### src/sv/bdqs_pkg.sv
// Shared types for the bounded deque with search: command and result
// structs, operation and status codes, sequencer states. No dependencies.
`timescale 1ns / 1ps

package bdqs_pkg;

  typedef enum logic [2:0] {
    OP_PUSH_FRONT = 3'd0,
    OP_PUSH_BACK  = 3'd1,
    OP_POP_FRONT  = 3'd2,
    OP_POP_BACK   = 3'd3,
    OP_SEARCH     = 3'd4,
    OP_READ_IDX   = 3'd5,
    OP_CLEAR      = 3'd6
  } op_e;

  typedef enum logic [1:0] {
    ST_OK    = 2'd0,
    ST_EMPTY = 2'd1,
    ST_OOB   = 2'd2,
    ST_FULL  = 2'd3
  } status_e;

  typedef enum logic [2:0] {
    S_IDLE   = 3'b001,
    S_READ   = 3'b010,
    S_SEARCH = 3'b100
  } state_e;

  localparam int unsigned ValueW = 32;
  localparam int unsigned CountW = 5;

  typedef struct packed {
    op_e               kind;
    logic [ValueW-1:0] value;
    logic [3:0]        position;
  } cmd_t;

  typedef struct packed {
    logic [ValueW-1:0] data_out;
    logic              found;
    logic [CountW-1:0] count;
    status_e           status;
  } res_t;

endpackage

### src/sv/bdqs_store.sv
// Ring buffer storage: one write and one registered read port, each
// addressed as an offset from the front pointer. No package dependency.
`timescale 1ns / 1ps

module bdqs_store #(
  parameter int unsigned DEPTH      = 16,
  parameter int unsigned DATA_WIDTH = 32
) (
  input  logic                       clk_i,
  input  logic [$clog2(DEPTH)-1:0]   base_i,
  input  logic                       wr_en_i,
  input  logic [$clog2(DEPTH)-1:0]   wr_off_i,
  input  logic [DATA_WIDTH-1:0]      wr_data_i,
  input  logic [$clog2(DEPTH)-1:0]   rd_off_i,
  output logic [DATA_WIDTH-1:0]      rd_data_o
);

  localparam int unsigned AW = $clog2(DEPTH);

  logic [DATA_WIDTH-1:0] mem_q [DEPTH];
  logic [DATA_WIDTH-1:0] rd_data_q;
  logic [AW-1:0]         wr_addr;
  logic [AW-1:0]         rd_addr;

  // base + offset, folded back into the ring with one compare and subtract
  function automatic logic [AW-1:0] wrap(input logic [AW-1:0] b, input logic [AW-1:0] o);
    logic [AW:0] s;
    s = {1'b0, b} + {1'b0, o};
    if (s >= (AW+1)'(DEPTH)) begin
      s = s - (AW+1)'(DEPTH);
    end
    return s[AW-1:0];
  endfunction

  assign wr_addr = wrap(base_i, wr_off_i);
  assign rd_addr = wrap(base_i, rd_off_i);

  always_ff @(posedge clk_i) begin
    if (wr_en_i) begin
      mem_q[wr_addr] <= wr_data_i;
    end
  end

  always_ff @(posedge clk_i) begin
    rd_data_q <= mem_q[rd_addr];
  end

  assign rd_data_o = rd_data_q;

endmodule

### src/sv/bounded_deque_with_search_top.sv
// Bounded deque with search. Push, clear and error results are strobed in the
// cycle after the transfer; pops and indexed reads go through the registered
// store read and S_READ; search steps the single compare through the store one
// entry per cycle, up to a hit or the last entry. busy is low again in the
// cycle the result is strobed, so the next transfer may follow at once.
// Reset clears count, front pointer and sequencer; store contents are left as is.
`timescale 1ns / 1ps

module bounded_deque_with_search_top
  import bdqs_pkg::*;
#(
  parameter int unsigned DEPTH      = 16,
  parameter int unsigned DATA_WIDTH = 32
) (
  input  logic clk_i,
  input  logic rst_ni,
  input  logic start,
  output logic busy,
  input  cmd_t cmd_i,
  output logic done_o,
  output res_t res_o
);

  localparam int unsigned AW = $clog2(DEPTH);
  localparam int unsigned CW = $clog2(DEPTH + 1);
  localparam int unsigned VW = (DATA_WIDTH < ValueW) ? DATA_WIDTH : ValueW;

  state_e                state_q, state_d;
  logic [AW-1:0]         fp_q, fp_d;
  logic [CW-1:0]         count_q, count_d;
  logic [AW-1:0]         idx_q, idx_d;
  logic [DATA_WIDTH-1:0] value_q, value_d;
  logic                  done_q, done_d;
  res_t                  res_q, res_d;

  logic                  accept;
  logic                  full;
  logic                  empty;
  logic [AW-1:0]         fp_inc;
  logic [AW-1:0]         fp_dec;
  logic                  wr_en;
  logic [AW-1:0]         wr_off;
  logic [DATA_WIDTH-1:0] wr_data;
  logic [AW-1:0]         rd_off;
  logic [DATA_WIDTH-1:0] rd_data;
  logic                  hit;
  logic                  last;

  assign busy   = (state_q != S_IDLE);
  assign accept = start && !busy;
  assign full   = (count_q == CW'(DEPTH));
  assign empty  = (count_q == '0);
  assign fp_inc = (fp_q == AW'(DEPTH - 1)) ? '0 : fp_q + 1'b1;
  assign fp_dec = (fp_q == '0) ? AW'(DEPTH - 1) : fp_q - 1'b1;
  assign wr_data = DATA_WIDTH'(cmd_i.value[VW-1:0]);
  assign hit    = (rd_data == value_q);
  assign last   = ((CW'(idx_q) + 1'b1) == count_q);

  bdqs_store #(
    .DEPTH      (DEPTH),
    .DATA_WIDTH (DATA_WIDTH)
  ) u_store (
    .clk_i     (clk_i),
    .base_i    (fp_q),
    .wr_en_i   (wr_en),
    .wr_off_i  (wr_off),
    .wr_data_i (wr_data),
    .rd_off_i  (rd_off),
    .rd_data_o (rd_data)
  );

  always_comb begin
    state_d = state_q;
    fp_d    = fp_q;
    count_d = count_q;
    idx_d   = idx_q;
    value_d = value_q;
    done_d  = 1'b0;
    res_d   = res_q;
    wr_en   = 1'b0;
    wr_off  = '0;
    rd_off  = '0;

    unique case (state_q)
      S_IDLE: begin
        if (accept) begin
          value_d = wr_data;
          res_d   = '0;
          unique case (cmd_i.kind)
            OP_PUSH_FRONT: begin
              done_d = 1'b1;
              if (full) begin
                res_d.status = ST_FULL;
              end else begin
                wr_en   = 1'b1;
                wr_off  = AW'(DEPTH - 1);
                fp_d    = fp_dec;
                count_d = count_q + 1'b1;
              end
            end
            OP_PUSH_BACK: begin
              done_d = 1'b1;
              if (full) begin
                res_d.status = ST_FULL;
              end else begin
                wr_en   = 1'b1;
                wr_off  = AW'(count_q);
                count_d = count_q + 1'b1;
              end
            end
            OP_POP_FRONT: begin
              if (empty) begin
                done_d       = 1'b1;
                res_d.status = ST_EMPTY;
              end else begin
                rd_off  = '0;
                fp_d    = fp_inc;
                count_d = count_q - 1'b1;
                state_d = S_READ;
              end
            end
            OP_POP_BACK: begin
              if (empty) begin
                done_d       = 1'b1;
                res_d.status = ST_EMPTY;
              end else begin
                rd_off  = AW'(count_q - 1'b1);
                count_d = count_q - 1'b1;
                state_d = S_READ;
              end
            end
            OP_SEARCH: begin
              if (empty) begin
                done_d = 1'b1;
              end else begin
                idx_d   = '0;
                rd_off  = '0;
                state_d = S_SEARCH;
              end
            end
            OP_READ_IDX: begin
              if (32'(cmd_i.position) >= 32'(count_q)) begin
                done_d       = 1'b1;
                res_d.status = ST_OOB;
              end else begin
                rd_off  = AW'(cmd_i.position);
                state_d = S_READ;
              end
            end
            OP_CLEAR: begin
              done_d  = 1'b1;
              count_d = '0;
              fp_d    = '0;
            end
            default: begin
              done_d = 1'b1;
            end
          endcase
        end
      end
      S_READ: begin
        res_d          = '0;
        res_d.data_out = ValueW'(rd_data);
        done_d         = 1'b1;
        state_d        = S_IDLE;
      end
      S_SEARCH: begin
        // fetch the next entry while comparing the current one
        rd_off = idx_q + 1'b1;
        if (hit || last) begin
          res_d       = '0;
          res_d.found = hit;
          done_d      = 1'b1;
          state_d     = S_IDLE;
        end else begin
          idx_d = idx_q + 1'b1;
        end
      end
      default: begin
        state_d = S_IDLE;
      end
    endcase

    res_d.count = CountW'(count_d);
  end

  always_ff @(posedge clk_i or negedge rst_ni) begin
    if (!rst_ni) begin
      state_q <= S_IDLE;
      fp_q    <= '0;
      count_q <= '0;
      idx_q   <= '0;
      done_q  <= 1'b0;
    end else begin
      state_q <= state_d;
      fp_q    <= fp_d;
      count_q <= count_d;
      idx_q   <= idx_d;
      done_q  <= done_d;
    end
  end

  always_ff @(posedge clk_i) begin
    value_q <= value_d;
    res_q   <= res_d;
  end

  assign done_o = done_q;
  assign res_o  = res_q;

  a_count_bound: assert property (@(posedge clk_i) disable iff (!rst_ni)
    count_q <= CW'(DEPTH))
    else $error("entry count exceeds depth");

  a_done_idle: assert property (@(posedge clk_i) disable iff (!rst_ni)
    done_o |-> !busy)
    else $error("result strobed while sequencer busy");

  a_read_done: assert property (@(posedge clk_i) disable iff (!rst_ni)
    state_q == S_READ |=> done_o)
    else $error("store read did not complete in one cycle");

  a_full_drop: assert property (@(posedge clk_i) disable iff (!rst_ni)
    accept && full && (cmd_i.kind == OP_PUSH_FRONT || cmd_i.kind == OP_PUSH_BACK)
    |=> done_o && res_o.status == ST_FULL && $stable(count_q))
    else $error("push on full queue not dropped");

endmodule

### config.mk
export PLATFORM = sky130hd
export DESIGN_NAME = bounded_deque_with_search_top
export DESIGN_NICKNAME = d
export VERILOG_FILES = /design/src/sv/bdqs_pkg.sv /design/src/sv/bdqs_store.sv /design/src/sv/bounded_deque_with_search_top.sv
export SDC_FILE = /design/constraint.sdc
export NUM_CORES = 1
export LEC_CHECK = 0
export BUFFER_PORTS_ARGS = -buffer_cell sky130_fd_sc_hd__buf_2
export CAP_MARGIN = 10
export CORE_ASPECT_RATIO = 1.1
export CORE_MARGIN = 10
export CORE_UTILIZATION = 50
export DETAILED_ROUTE_END_ITERATION = 12
export GPL_TIMING_DRIVEN = 0
export PLACE_DENSITY = 0.66
export SETUP_SLACK_MARGIN = 0.2
export SYNTH_ARGS = -nofsm -noshare
export SYNTH_HDL_FRONTEND = slang
export SYNTH_SLANG_ARGS = --single-unit
### constraint.sdc
create_clock -name clk_i -period 11.1 [get_ports clk_i]
set_input_delay 3.33 -clock clk_i [delete_from_list [all_inputs] [get_ports clk_i]]
set_output_delay 3.33 -clock clk_i [all_outputs]
set_load 0.1 [all_outputs]
==> After elaboration in Yosys (flattened, before gate mapping) <==
Memories as Yosys holds them, arrays and structs flattened. A register that Yosys moved wholly into a read port is not among the register bits.
Index checks and enable logic that the tools add are counted.
{ "totals": {"word_cells": 119, "input_bits": 42, "mem_bits_rw": 512, "out_inout_bits": 42, "latchBits": 0, "reg_bits": 89, "mem_count": 1, "romBits": 0} }
{ "mem_list": {"columns": ["name", "words", "word_bits", "read_ports", "rd_clocked_by_memory_dff", "wr", "line_no", "text"], "rows": [
  ["u_store.mem_q", 16, 32, 1, 1, 1, "bdqs_store.sv:20", "logic [DATA_WIDTH-1:0] mem_q [DEPTH];"]
]} }
{ "classes": {"multipliers": 0, "order_cmp": 3, "n_mux": 53, "eq_ne": 25, "n_addsub": 10, "shifts": 0, "n_reduce_logical": 17, "div_mod_pow": 0, "n_bitwise": 0} }
{ "op_table": {"columns": ["op", "n"], "rows": [
  ["$pmux W40 S3", 1],
  ["$mux W40", 2],
  ["$mux W4", 17],
  ["$eq A32 B32 Y1", 1],
  ["$pmux W4 S2", 4],
  ["$mux W5", 4],
  ["$mux W3", 5],
  ["$pmux W5 S3", 1],
  ["$eq A3 B3 Y1 const B", 4],
  ["$ne A2 B2 Y1 const B", 6],
  ["$pmux W4 S3", 1],
  ["$sub A4 B1 Y4 const B", 3],
  ["$mux W1", 11],
  ["$add A4 B4 Y5", 2],
  ["$ge A5 B5 Y1 const B", 2],
  ["$reduce_and A5 Y1", 2],
  ["$eq A3 B2 Y1 const B", 3],
  ["$ne A3 B3 Y1 const B", 3],
  ["$pmux W3 S3", 1],
  ["$add A4 B1 Y4 const B", 2],
  ["$eq A3 B1 Y1 const B", 2],
  ["$pmux W2 S3", 1],
  ["$pmux W3 S2", 1],
  ["$reduce_and A6 Y1", 1],
  ["other kinds (25)", 28]
]} }

==> Longest topological paths before layout <==
{ "depth": {"word_depth": 8, "ltp_mapped": 19, "depth_no_buf": 15} }

==> Cells and area by module <==
From an unflattened synthesis, not the netlist that was laid out.
{ "unflattened": {"hier_cells": 1316, "hier_area_um2": 25051.5} }
{ "modules_own_cells": {"columns": ["module", "n_inst", "cells_per_inst", "area_per_inst_um2", "seq_area_each_um2"], "rows": [
  ["bdqs_store", 1, 967, 20748.6, 16015.4],
  ["bounded_deque_with_search_top", 1, 349, 4302.9, 2538.7]
]} }

==> Least setup slack after synthesis <==
OpenSTA, ideal clock, no wires.
{ "synth_path": {"path_kind": "input-to-reg", "startpoint": "input port start", "endpoint": "memory u_store.mem_q[0][0] (enable)", "t_required_ns": 10.679, "setup_slack_ns": 3.821, "path_stages": 8, "n_path_buf": 0, "t_arrival_ns": 6.858, "setup_time_ns": 0.421, "cell_sequence": "nand2_1 -> inv_2 -> o211ai_1 -> a21oi_1 -> ha_1 -> fa_1 -> or4_1 -> nor2_1"} }
{ "synth_via": {"elab_chain_cells": 6, "elab_cells_between_ends": 11, "classes_between": "add/sub (2); order compare (1); mux (7); reduce/logical (1)"} }
{ "synth_lines": {"columns": ["item", "line_no", "text"], "rows": [
  ["from (decl)", "bounded_deque_with_search_top.sv:17", "input logic start,"],
  ["$logic_and A1 B1 Y1 *", "bounded_deque_with_search_top.sv:50", "assign accept = start && !busy;"],
  ["$mux W4", "bounded_deque_with_search_top.sv:86", "if (accept) begin"],
  ["$mux W4", "bounded_deque_with_search_top.sv:84", "unique case (state_q)"],
  ["$add A4 B4 Y5", "bdqs_store.sv:28", "s = {1'b0, b} + {1'b0, o};"],
  ["$sub A4 B1 Y4 / $ge A5 B5 Y1 (equally long branches)", "bdqs_store.sv:30, bdqs_store.sv:29", null],
  ["$mux W4", "bdqs_store.sv:29", "if (s >= (AW+1)'(DEPTH)) begin"],
  ["to (decl)", "bdqs_store.sv:20", null]
]} }
Mark *: on every way between the ends. The rest lies on a longest branch, timed or not.

==> Worst setup path in the final report <==
{ "layout_path": {"startpoint": "input port cmd_i[0] (netlist bit)", "endpoint": "register u_store.rd_data_q[3], in the netlist u_store.rd_data_o[3], read port of u_store.mem_q"} }
{ "layout_via": {"elab_chain_cells": 8, "elab_cells_between_ends": 9, "classes_between": "add/sub (2); order compare (2); mux (5)"} }
{ "layout_lines": {"columns": ["item", "line_no", "text"], "rows": [
  ["from (decl)", "bounded_deque_with_search_top.sv:19", "input cmd_t cmd_i,"],
  ["$ge A4 B5 Y1", "bounded_deque_with_search_top.sv:142", "if (32'(cmd_i.position) >= 32'(count_q)) begin"],
  ["$mux W4 *", "bounded_deque_with_search_top.sv:142", null],
  ["$pmux W4 S2 *", "bounded_deque_with_search_top.sv:89", "unique case (cmd_i.kind)"],
  ["$mux W4 *", "bounded_deque_with_search_top.sv:86", null],
  ["$pmux W4 S2 *", "bounded_deque_with_search_top.sv:84", null],
  ["$add A4 B4 Y5 *", "bdqs_store.sv:28", null],
  ["$sub A4 B1 Y4 / $ge A5 B5 Y1 (equally long branches)", "bdqs_store.sv:30, bdqs_store.sv:29", null],
  ["$mux W4 *", "bdqs_store.sv:29", null],
  ["to (decl)", "bdqs_store.sv:21", "logic [DATA_WIDTH-1:0] rd_data_q;"]
]} }
Marks and branches as above.
A chain may end at the register's enable or synchronous reset.

==> results.json <==
{
  "finalMaxSlewViolations": 0,
  "clock-sinks": 633,
  "powerDensity_nw_per_um2": 277,
  "worst_hold_slack_ns": 0.536,
  "period_needed_ns": 8.09,
  "ys_ff_latch": 633,
  "cts_inserted_buffers": 66,
  "grt_pass1_wl_mm": 94.9,
  "syn_to_final_growth_pct": 14.7,
  "timing.rr.start": "count_q[2]$_DFF_PN0_",
  "grt_pass1_vias": 14777,
  "start_util": 0.508,
  "num_vias": 14447,
  "port-buffer-count": 82,
  "setup_viol": 0,
  "outcome": "finished clean",
  "use_met2": 0.338,
  "slowest_stage": "clkbuf_1",
  "cp_top_family": "buffers and inverters",
  "irDropWorstVdd_uv": 134,
  "nets": 1666,
  "hp-class": "register to register",
  "gr-usage-met3": 0.0382,
  "yosys_warnings": 0,
  "hold_viol_final": 0,
  "rsz0062_at_grt": "no",
  "grt_use_met1": 0.270,
  "gp_congestion": 0.870,
  "cap_violations": 0,
  "synthFlopType": "edfxtp_1",
  "drt_iter0_markers": 1330,
  "path_buf_inv": 4,
  "min-delay-start": "state_q[1]$_DFFE_PN0P_",
  "yosysSeqAreaShare": 0.709,
  "syn_nets": 1499,
  "fmax_mhz": 124,
  "finalSetupTns_ns": 0,
  "post-route-period-util": 0.728,
  "post-cts-setup-buffer-count": 0,
  "power_leakage_nw": 10.1,
  "hpwl_mm": 42.7,
  "ctsHoldBuffers": 0,
  "relSlewSlack": 0.239,
  "ys_types": 64,
  "worstSetupPathType": "input port to register",
  "worstPathRequired_ns": 11.58,
  "diodes": 0,
  "row_count": 87,
  "drcViolationCount": 0,
  "synth_cells": 1437,
  "cts_max_path_buffers": 3,
  "cp-startpoint": "cmd_i[0]",
  "crit_chain": "buf_2, inv_1, ha_1, nand2b_1, a2111oi_0, nor2_1, nor2_1, a32oi_1, o22ai_1, ha_1, fa_1, clkbuf_1, clkbuf_1, mux4_2, mux2i_1, mux2i_1, o22ai_1, a211oi_2",
  "routed_wl_mm": 64.1,
  "clkTransAtPathRegs_ns": 0.06,
  "track_usage": 0.207,
  "ioPinCount": 84,
  "layout_commonest_cell": "edfxtp_1",
  "htreeDepth": 3,
  "overflow": 0,
  "async_reset_ff_frac": 0.0269,
  "cts_tree": "done",
  "fp.dieH_microns": 260,
  "endpoint_kind": "register",
  "tightest_slew_ns": 1.14,
  "worstPathArrival_ns": 8.57,
  "die_w_microns": 238,
  "setup.worst_path.start_class": "input port",
  "post_cts_resized": 0,
  "avgSynthCellArea_sq_um": 18.2,
  "final_layout_size_suffix_gt1_frac": 0.245,
  "post_drt_wl_per_cell_microns": 27.7,
  "die_area_sq_um": 61900,
  "antenna_found_initial": 3,
  "clock_latency_ns": 0.60,
  "firstDrtPassIters": 7,
  "core_area_sq_um": 51500,
  "cp_max_fo": 10,
  "antenna_left": 0,
  "cts_root_buf": "clkbuf_16",
  "clock_skew_ns": 0.0238,
  "layout_common_cells": "edfxtp_1 (579), mux4_2 (128), buf_2 (103)",
  "synth_area_sq_um": 26200,
  "grt_max_degree": 38,
  "viasPerCell": 6.23,
  "max_stage_delay_ns": 0.77,
  "grt_busiest_layer": "met2",
  "synth_edf_count": 579
}
==> Yosys cell counts, types with 7 or more instances <==
cell type,instances,share of area
a2bb2oi_1,31,0.010
edfxtp_1,579,0.66
ha_1,18,0.0086
nand3_1,13,0.0025
o22ai_1,68,0.016
dfxtp_1,37,0.028
nand2_1,16,0.0023
or3_1,7,0.0017
o21ai_0,17,0.0033
inv_1,18,0.0026
buf_2,21,0.0040
nor3_1,10,0.0019
a21oi_1,15,0.0029
buf_6,7,0.0030
xnor2_1,10,0.0033
xor2_1,38,0.013
nor4_1,9,0.0022
mux2i_1,100,0.038
buf_1,7,0.0010
dfrtp_1,16,0.015
a211oi_2,30,0.014
mux4_2,128,0.11
clkbuf_1,46,0.0066
and2_1,32,0.0077
nor2_1,95,0.014
==> stage by stage <==
| stage | util | cells | total power, W | area (sq um) | setup slack, ns |
|---|---|---|---|---|---|
| floorplan | - | 1437 | 0.00528 | 26200 | 3.82 |
| finish | 0.583 | 2319 | 0.00831 | 30000 | 3.01 |
| CTS | 0.583 | 2319 | 0.00833 | 30000 | 3.22 |
| global placement | 0.532 | 2186 | 0.00607 | 27400 | 1.36 |
| detailed placement | 0.542 | 2203 | 0.00618 | 27900 | 2.64 |
| global route | 0.583 | 2319 | 0.00865 | 30000 | 2.74 |
==> path summary, 6_finish.rpt <==
kind                       slack, ns  depth (start not counted)                      endpoint
max                             3.01                         18  u_store.rd_data_o[3]$_DFF_P_
min                             0.54                          1        state_q[0]$_DFFE_PN1P_
max reg2reg                     5.29                         18  u_store.rd_data_o[3]$_DFF_P_
min reg2reg                     0.54                          1        state_q[0]$_DFFE_PN1P_
max in group asynchronous       8.09                          1        state_q[0]$_DFFE_PN1P_
min in group asynchronous       2.67                          1          count_q[0]$_DFF_PN0_
==> worst reg2reg max path, delay by kind of cell, from the launching register on <==
kind,cells,cell delay (ns)
multiplexers,3,0.98
AO/OA/AOI/OAI,4,0.58
buffers and inverters,4,1.85
AND/OR/NAND/NOR,4,0.81
adder cells (fa/ha/maj),3,1.11
flip-flops,1,0.38
==> report_power, final <==
| group | switching (W) | total, W | internal (W) |
|---|---|---|---|
| Clock | 0.000881 | 0.00215 | 0.00127 |
| Combinational | 0.00197 | 0.00323 | 0.00126 |
| Sequential | 0.000112 | 0.00292 | 0.00281 |
==> cell families (layout without fill, tap and decap cells) <==
logic type | Yosys count | count (layout) | synth area share
DFF | 633 | 633 | 0.709
muxes | 228 | 228 | 0.148
and+or+nand+nor | 207 | 207 | 0.0396
AOI/OAI and AO/OA | 197 | 197 | 0.0583
buffers and inverters | 104 | 319 | 0.0184
xor gates and xnor gates | 48 | 48 | 0.0161
adders and majority gates | 20 | 20 | 0.0101
==> final cells by class <==
type | instances | area (sq um)
flip-flops and latches | 633 | 18600
inverters | 19 | 71.3
clock inverters | 30 | 245
repair buffers | 99 | 781
fillers | 3788 | 21500
clock buffers | 86 | 1860
multi-input cells | 700 | 7250
well taps | 667 | 835
plain buffers | 85 | 410
==> flip-flops by register name (all words and copies together), names as in the netlist <==
register / cells
value_q: 32
fp_q: 4
state_q: 3
u_store.rd_data_o: 32
idx_q: 4
count_q: 5
res_o: 40
done_o: 1
u_store.mem_q: 512
==> metal layers <==
metal	up-vias	routed length [microns]
met5	-	0
met4	0	2310
met3	152	4900
met2	689	31300
met1	7455	25600
li1	6151	-
(Power assumes the default switching activity.)
